## src/rtl/skq_pkg.sv

```systemverilog
package skq_pkg;

   localparam int KEY_W   = 64;
   localparam int TAG_W   = 32;
   localparam int COUNT_W = 7;

   typedef enum logic [2:0] {
      OP_INSERT   = 3'd0,
      OP_REMOVE   = 3'd1,
      OP_FIND     = 3'd2,
      OP_POP_HEAD = 3'd3,
      OP_POP_TAIL = 3'd4
   } req_op_type;

   typedef enum logic [1:0] {
      STATUS_OK   = 2'd0,
      STATUS_MISS = 2'd1,
      STATUS_FULL = 2'd2
   } status_type;

   typedef enum logic {
      FSM_IDLE = 1'b0,
      FSM_EXEC = 1'b1
   } fsm_type;

   typedef struct packed {
      logic [2:0]              req_type;
      logic signed [KEY_W-1:0] key;
      logic [TAG_W-1:0]        tag;
   } req_data_type;

   typedef struct packed {
      status_type              status;
      logic signed [KEY_W-1:0] out_key;
      logic [TAG_W-1:0]        out_tag;
      logic [COUNT_W-1:0]      count;
   } rsp_data_type;

   typedef struct packed {
      logic signed [KEY_W-1:0] key;
      logic [TAG_W-1:0]        tag;
   } entry_type;

   // strobes from the sequencer to every cell
   typedef struct packed {
      logic cap;   // capture compare flags against the incoming transaction
      logic ins;   // insert commits
      logic rem;   // remove commits (match found)
      logic pop;   // pop head commits
      logic find;  // select last equal key rather than tail
   } ctrl_type;

endpackage

```

## src/rtl/skq_cell.sv

```systemverilog
module skq_cell (
   input  logic                 clock,
   input  skq_pkg::ctrl_type    ctrl,
   input  logic                 descending,
   input  logic                 occ,
   input  logic                 right_occ,
   input  logic                 left_p,
   input  logic                 right_keq,
   input  skq_pkg::entry_type   cmp_entry,
   input  skq_pkg::entry_type   ins_entry,
   input  skq_pkg::entry_type   left_entry,
   input  skq_pkg::entry_type   right_entry,
   output skq_pkg::entry_type   entry,
   output logic                 p_o,
   output logic                 keq_o,
   output logic                 hit_o,
   output logic                 sel_o
);
   import skq_pkg::*;

   entry_type entry_ff, entry_in;
   logic      p_ff, p_in;
   logic      keq_ff, keq_in;
   logic      teq_ff, teq_in;
   logic      key_lt, key_eq, tag_lt, tag_eq, lt, gt;

   always_comb begin
      key_lt = $signed(entry_ff.key) < $signed(cmp_entry.key);
      key_eq = entry_ff.key == cmp_entry.key;
      tag_lt = entry_ff.tag < cmp_entry.tag;
      tag_eq = entry_ff.tag == cmp_entry.tag;
      lt     = key_lt | (key_eq & tag_lt);
      gt     = ~lt & ~(key_eq & tag_eq);
      p_in   = occ & (descending ? gt : lt);
      keq_in = occ & key_eq;
      teq_in = tag_eq;
   end

   always_ff @(posedge clock) begin
      if (ctrl.cap) begin
         p_ff   <= p_in;
         keq_ff <= keq_in;
         teq_ff <= teq_in;
      end
   end

   // occupied entries that precede the request form a prefix of the row
   always_comb begin
      entry_in = entry_ff;
      if (ctrl.ins && !p_ff) begin
         entry_in = left_p ? ins_entry : left_entry;
      end else if (ctrl.rem && !p_ff) begin
         entry_in = right_entry;
      end else if (ctrl.pop) begin
         entry_in = right_entry;
      end
   end

   always_ff @(posedge clock) begin
      entry_ff <= entry_in;
   end

   assign entry = entry_ff;
   assign p_o   = p_ff;
   assign keq_o = keq_ff;
   assign hit_o = ~p_ff & left_p & keq_ff & teq_ff;
   assign sel_o = ctrl.find ? (keq_ff & ~right_keq) : (occ & ~right_occ);

endmodule

```

## config.mk

```make
export PLATFORM = sky130hd
export DESIGN_NAME = skq_cell
export DESIGN_NICKNAME = d
export VERILOG_FILES = /design/src/rtl/skq_pkg.sv /design/src/rtl/skq_cell.sv
export SDC_FILE = /design/constraint.sdc
export NUM_CORES = 1
export LEC_CHECK = 0
export BUFFER_PORTS_ARGS = -buffer_cell sky130_fd_sc_hd__buf_2
export CORE_AREA = 2 2 194 196
export CTS_BUF_LIST = sky130_fd_sc_hd__clkbuf_8 sky130_fd_sc_hd__clkbuf_16
export CTS_CLUSTER_SIZE = 24
export DETAILED_ROUTE_END_ITERATION = 7
export DIE_AREA = 0 0 196 198
export PLACE_DENSITY_LB_ADDON = 0.05
export SKIP_CTS_REPAIR_TIMING = 1
export SYNTH_ARGS = -nofsm -noshare
export SYNTH_HDL_FRONTEND = slang
export SYNTH_SLANG_ARGS = --single-unit
```

## constraint.sdc

```tcl
create_clock -name clock -period 13.2 [get_ports clock]
set_input_delay 2.64 -clock clock [delete_from_list [all_inputs] [get_ports clock]]
set_output_delay 2.64 -clock clock [all_outputs]
set_load 0.02 [all_outputs]
```

==> summary.md, run 1 <==
| Metric | Value |
|---|---|
| Outcome | `finished clean` |
| Hold Slack | `0.957 ns` |
| Crit path cell chain | `buf_6 > and4b_1 > buf_2` |
| R2R Path End | `p_o` |
| Total leakage power | `5.75 nW` |
| Net Count, Synth | `1275` |
| GP Congestion | `0.754` |
| Site Rows | `71` |
| CP startpoint kind | `primary input` |
| Max-cap violations | `0` |
| CTS root buffer | `clkbuf_16` |
| Post-layout util | `between 20 and 30%` |
| Die area | `a little under 0.04 mm^2` |
| Most common cell after layout, fill and taps aside | `buf_2` |
| Die H | `198 um` |
| Worst setup startpoint | `left_p` |
| Dpl ws | `6.95 ns` |
| Power Total | `1.07 mW` |
| Syn-to-layout area delta | `44.0%` |
| Slowest CP cell | `buf_6` |
| Vias per std cell | `a little over 4` |
| Critical path depth | `3` |
| Mapped Cells | `784` |
| Drt total wl | `29100 um` |
| Most frequent cells in the layout | `buf_2, nand2_1, o21ai_0` |
| Clk Latency, worst-skew pair | `0.36 ns` |
| Max FO, Critical Path | `50` |
| Hold crit path type | `flop to flop` |
| Reg clk slew, reported paths | `0.07 ns` |
| Crit path kind | `primary input to output pin` |
| CP endpoint | `hit_o` |
| Grt ovf | `0` |
| Max-slew headroom | `39.6%` |
| I/O Pins | `495` |
| Total GRT Usage | `14.6%` |
| Delay of the slowest critical-path stage | `0.44 ns` |
| H-tree depth | `3` |
| # fillers | `4050` |
| Pwr/cell area | `about 99 mW/mm^2` |
| Synth warn | `0` |
| Largest net degree at the start of global routing | `101` |
| Pre-antenna DRT Iters | `6` |
| Hold Vio Cnt, Final | `0` |
| RSZ-0062 raised after global routing | `no` |
| Layout cells sized above 1 | `between 40% and 50%` |
| Measured slew at the worst slew-check pin | `just over 0.9 ns` |
| Final setup viols | `0` |
| CTS tree | `done` |
| Reg area | `0.00297 mm^2` |
| Iteration-0 DRC Markers | `~190` |
| Mapped cell area | `between 0.007 and 0.008 mm^2` |
| CTS Buf Count | `9` |
| Final period utilization | `between 40% and 50%` |
| Worst-case clock buffer depth | `2` |
| Fin Setup TNS | `0 ns` |
| FF-to-FF Start | `entry[95]` |
| First-pass GRT wire length | `42000 um` |
| Worst Skew | `0.00434 ns` |
| Number of routed nets with antenna violations | `0` |
| Core Area | `around 0.037 mm^2` |
| CTS sink cnt | `a little under 100` |
| VDD IR-drop max | `a little under 0.06 mV` |
| Crit path max-delay family | `buffers and inverters` |
| Initial antenna violation count | `3` |
| Initial Util | `20.3%` |
| Async SR Flop Fraction | `0%` |
| Synthesized area per cell | `9.55 um^2` |
| Final worst-path setup slack | `just under 7 ns` |
| Number of global-route vias before repair | `7136` |
| Wire per inst | `between 15 and 20 um` |
| Sequential fraction of the synthesis area | `~40%` |
| Data required, critical path | `10.56 ns` |
| Final HPWL DP | `24700 um` |
| Yosys cell types | `43` |
| Register bit count reported by yosys | `99` |
| Post-synth top flop | `edfxtp_1` |
| Die Wd | `between 150 and 200 um` |
| Drt drc | `0` |
| R2R cell count | `9` |
| Buffers added on ports | `494` |
| Vias | `between 7000 and 8000` |
| Post-synth EDFFs | `99` |
| Min Clock Period, post-route | `6.24 ns` |
| Area of the multi-input gates | `0.00403 mm^2` |
| Nets | `1752` |
| WP buf/inv | `2` |
| Max Clk Rate | `approximately 160 MHz` |
| Final slew viol count | `0` |
| Reg-to-reg slack, setup | `10.04 ns` |
| Crit end category | `output pin` |
| CP arrival | `roughly 3.6 ns` |
[synthesized netlist by cell type, types with 2 or more instances]
library cell,count,area [um^2]
and4_1,4,35.0
nand2b_1,2,12.5
a211oi_1,2,15.0
or3_1,2,12.5
nor3_1,7,35.0
o21ai_0,110,551
a21oi_1,37,185
a221oi_1,6,52.6
buf_1,4,15.0
ha_1,96,1200
a21o_1,5,37.5
nor2b_1,2,12.5
o31ai_1,2,15.0
nor4_1,3,18.8
o21ai_1,2,10.0
inv_1,102,383
edfxtp_1,99,2970
clkbuf_1,25,93.8
nand2_1,118,443
nand4_1,17,106
mux2i_1,96,961
o211ai_1,2,15.0
nor2_1,8,30.0
o21bai_1,2,15.0
buf_2,3,15.0
and2_1,2,12.5
nand3_1,9,45.0
a221o_1,2,20.0
[layer usage]
layer | track usage (%) | up-vias | wire [um] | share of wire, %
met2 | 26.4 | 276 | 14800 | 51
met1 | 16.9 | 3169 | 11900 | 41
met3 | 3.70 | 18 | 1980 | 6.8
met4 | 4.15 | 4 | 359 | 1.2
li1 | - | 3764 | - | -
met5 | 0 | - | 23 | 0.079
[worst min path at each step]
stage	startpoint	to	slack, ns	depth (start not counted)
floorplan	entry[20]	teq_ff	1.01	3
global placement	entry[33]	keq_o	0.94	3
detailed placement	entry[29]	teq_ff	0.95	3
CTS	entry[29]	teq_ff	0.96	3
global route	entry[28]	teq_ff	1.03	3
finish	entry[28]	teq_ff	0.96	3
[worst min-delay path: cells and delay by family (launching register included)]
kind          cells  cell delay, ns
flops             1            0.38
fa+ha+maj         1            0.24
simple gates      2            0.18
[logic make-up after synthesis]
group | share of synthesized area [%]
muxes | 12.8
buffers and inverters | 6.77
DFF | 39.7
AOI/OAI and AO/OA | 12.9
and+or+nand+nor | 11.8
adders and majority gates | 16.0
[registers in the layout, indices dropped and copies added, names as in the netlist]
signal and count:
entry 96, keq_o 1, p_o 1, teq_ff 1
[metrics by stage]
stage	instances	instance area (um^2)
after floorplan	784	7490
after global placement	1724	10500
after detailed placement	1724	10500
after CTS	1738	10800
after global routing	1739	10800
final	1739	10800
[power by group]
part / switching [mW] / internal [mW]
clock: 0.126 / 0.162
sequential: 0.0252 / 0.400
combinational: 0.211 / 0.145
[layout make-up]
| class | instances | share of cell area [%] |
|---|---|---|
| clock inverter | 5 | 0.661 |
| timing repair buffer | 498 | 23.3 |
| inverter | 102 | 3.55 |
| tap | 474 | 5.50 |
| multi-input combinational | 551 | 37.3 |
| antenna | 1 | 0.0232 |
| sequential | 99 | 27.6 |
| clock buffer | 9 | 2.09 |
(Power assumes the default switching activity.)
==> run 2: changes to the inputs <==
CORE_AREA = 2 2 190 192   (was 2 2 194 196)
DIE_AREA = 0 0 192 194   (was 0 0 196 198)
clock period = 5.2 ns   (was 13.2 ns; I/O delays follow)
==> run 2 against run 1 <==
  * Combinational power rose to 2.5 times the previous value
  * Routed wire length rose by 0.21%
  * Critical endpoint is now p_o
  * Largest power group unchanged
  * Clock skew grew 0.0067 ns
  * First-iteration DRC count rose by 12%
  * Largest cell class unchanged
  * Final cell count down 0.52%
  * Worst hold slack worse by 0.037 ns
  * Worst setup slack got worse by 5.0 ns
  * Non-clock buffer count rose by 1
  * Via count down 0.24%
  * Sequential cell count unchanged
==> summary.md, run 2 (same netlist as run 1, synthesis figures left out) <==
| Metric | Value |
|---|---|
| Site Rows | `69 (was 71)` |
| Pwr/cell area | `256 mW/mm^2 (was 99.2 mW/mm^2)` |
| Number of routed nets with antenna violations | `0 (unchanged)` |
| Total GRT Usage | `15.2% (was 14.6%)` |
| Worst Skew | `0.0110 ns (was 0.00434 ns)` |
| Clk Latency, worst-skew pair | `0.37 ns (was 0.36 ns)` |
| Most frequent cells in the layout | `buf_2, nand2_1, o21ai_0 (unchanged)` |
| Layout cells sized above 1 | `41.2% (was 40.9%)` |
| Vias per std cell | `4.17 (was 4.16)` |
| Pre-antenna DRT Iters | `4 (was 6)` |
| Total leakage power | `5.78 nW (was 5.75 nW)` |
| CP startpoint kind | `primary input (unchanged)` |
| Hold Vio Cnt, Final | `0 (unchanged)` |
| GP Congestion | `0.776 (was 0.754)` |
| Final period utilization | `63.2%` |
| Max FO, Critical Path | `4 (was 50)` |
| Max-cap violations | `0 (unchanged)` |
| Die H | `194 um (was 198 um)` |
| DP Cell Count | `1712 (was 1724)` |
| First-pass GRT wire length | `42200 um (was 42000 um)` |
| Crit path kind | `primary input to flop (was primary input to output pin)` |
| Die Wd | `192 um (was 196 um)` |
| Most common cell after layout, fill and taps aside | `buf_2 (unchanged)` |
| RSZ-0062 raised after global routing | `no (unchanged)` |
| Measured slew at the worst slew-check pin | `0.761 ns (was 0.906 ns)` |
| Final setup viols | `0 (unchanged)` |
| Die area | `0.0372 mm^2 (was 0.0388 mm^2)` |
| Drt total wl | `29100 um (about the same)` |
| Data required, critical path | `5.32 ns (was 10.56 ns)` |
| Initial Util | `21.3% (was 20.3%)` |
| Grt ovf | `0 (unchanged)` |
| Reg clk slew, reported paths | `0.07 ns (about the same)` |
| Final HPWL DP | `25100 um (was 24700 um)` |
| I/O Pins | `495 (unchanged)` |
| Drt drc | `0 (unchanged)` |
| Final slew viol count | `0 (unchanged)` |
| CTS tree | `done (unchanged)` |
| Core Area | `0.0352 mm^2 (was 0.0370 mm^2)` |
| Buffers added on ports | `494 (unchanged)` |
| Finished Layout Cells | `1730 (was 1739)` |
| Fin Setup TNS | `0 ns (unchanged)` |
| Syn-to-layout area delta | `44.7% (was 44.0%)` |
| Largest net degree at the start of global routing | `78 (was 101)` |
| Outcome | `finished clean (unchanged)` |
| CP arrival | `3.41 ns (was 3.60 ns)` |
| VDD IR-drop max | `0.141 mV (was 0.0579 mV)` |
| Worst-case clock buffer depth | `2 (unchanged)` |
| Iteration-0 DRC Markers | `210 (was 188)` |
| CTS root buffer | `clkbuf_16 (unchanged)` |
| Nets | `1753 (was 1752)` |
| Wire per inst | `16.8 um (was 16.7 um)` |
| Min Clock Period, post-route | `3.29 ns` |
| Crit end category | `flop (was output pin)` |
| Max-slew headroom | `49.3% (was 39.6%)` |
| Largest register FFs | `96 (unchanged)` |
| H-tree depth | `3 (unchanged)` |
| Hold crit path type | `primary input to flop (was flop to flop)` |
| Vias | `7214 (was 7231)` |
| CTS Buf Count | `9 (unchanged)` |
| Max Clk Rate | `304 MHz` |
| Initial antenna violation count | `5 (was 3)` |
| CTS sink cnt | `99 (unchanged)` |
| Number of global-route vias before repair | `7223 (was 7136)` |
==> run 2: cell count changes in the layout (fill, tap and decap cells not counted) <==
| cell | previous run | this run |
|---|---|---|
| bufinv_16 | 2 | 3 |
| inv_1 | 103 | 102 |
| clkinvlp_4 | 0 | 1 |
| inv_6 | 0 | 1 |
| clkinv_1 | 2 | 1 |
| buf_12 | 0 | 1 |
| clkinv_2 | 0 | 1 |
| diode_2 | 1 | 2 |
==> run 2: worst paths after layout <==
kind	to	slack, ns	start	cells past startpoint
worst max-delay path	p_o	1.91	cmp_entry[46]	10
worst min-delay path	p_o	0.92	ctrl[4]	1
worst max register to register	p_o	2.24	entry[95]	9
worst min register to register	teq_ff	0.93	entry[28]	3
==> run 2: stage by stage <==
step	worst slack (ns)	total power, mW	util (%)	instance area [um^2]	hold WS (ns)
after detailed placement	1.48	2.03	29.8	10500	0.927
after global routing	1.73	2.97	30.8	10800	0.918
after global placement	1.50	2.03	29.8	10500	0.928
after floorplan	1.17	1.60	-	7490	1.01
final	1.91	2.77	30.8	10800	0.920
after CTS	1.87	2.84	30.7	10800	0.903
==> run 2: final cells by class <==
type / instances / area, um^2
clock buffers: 9 / 225
multi-input cells: 551 / 4030
clock inverters: 7 / 115
diodes: 2 / 5.00
fillers: 3889 / 24400
well taps: 461 / 577
flip-flops and latches: 99 / 2970
repair buffers: 499 / 2530
inverters: 102 / 383
==> run 2: metal layers <==
metal  track usage (%)  vias to the layer above  part of all wire [%]
met2              27.7                      254                    51
li1                  -                     3766                     -
met5                 0                        -                  0.14
met4              3.79                        6                   1.2
met1              17.2                     3164                    39
met3              4.22                       24                   7.8
==> run 2: power breakdown <==
part	leakage, nW	switching, mW	total, mW	internal (mW)
clock network	0.163	0.320	0.791	0.470
registers	1.02	0.0675	1.08	1.02
logic	4.59	0.530	0.901	0.371
==> run 2: critical path, cell delays in order <==
cell and delay [ns]:
buf_2 0.08, inv_1 0.04, ha_1 0.32, nand4_1 0.20, nor4_1 0.61, nand3_2 0.15
or4b_1 0.52, o221ai_2 0.17, a21oi_1 0.09, a41o_1 0.20
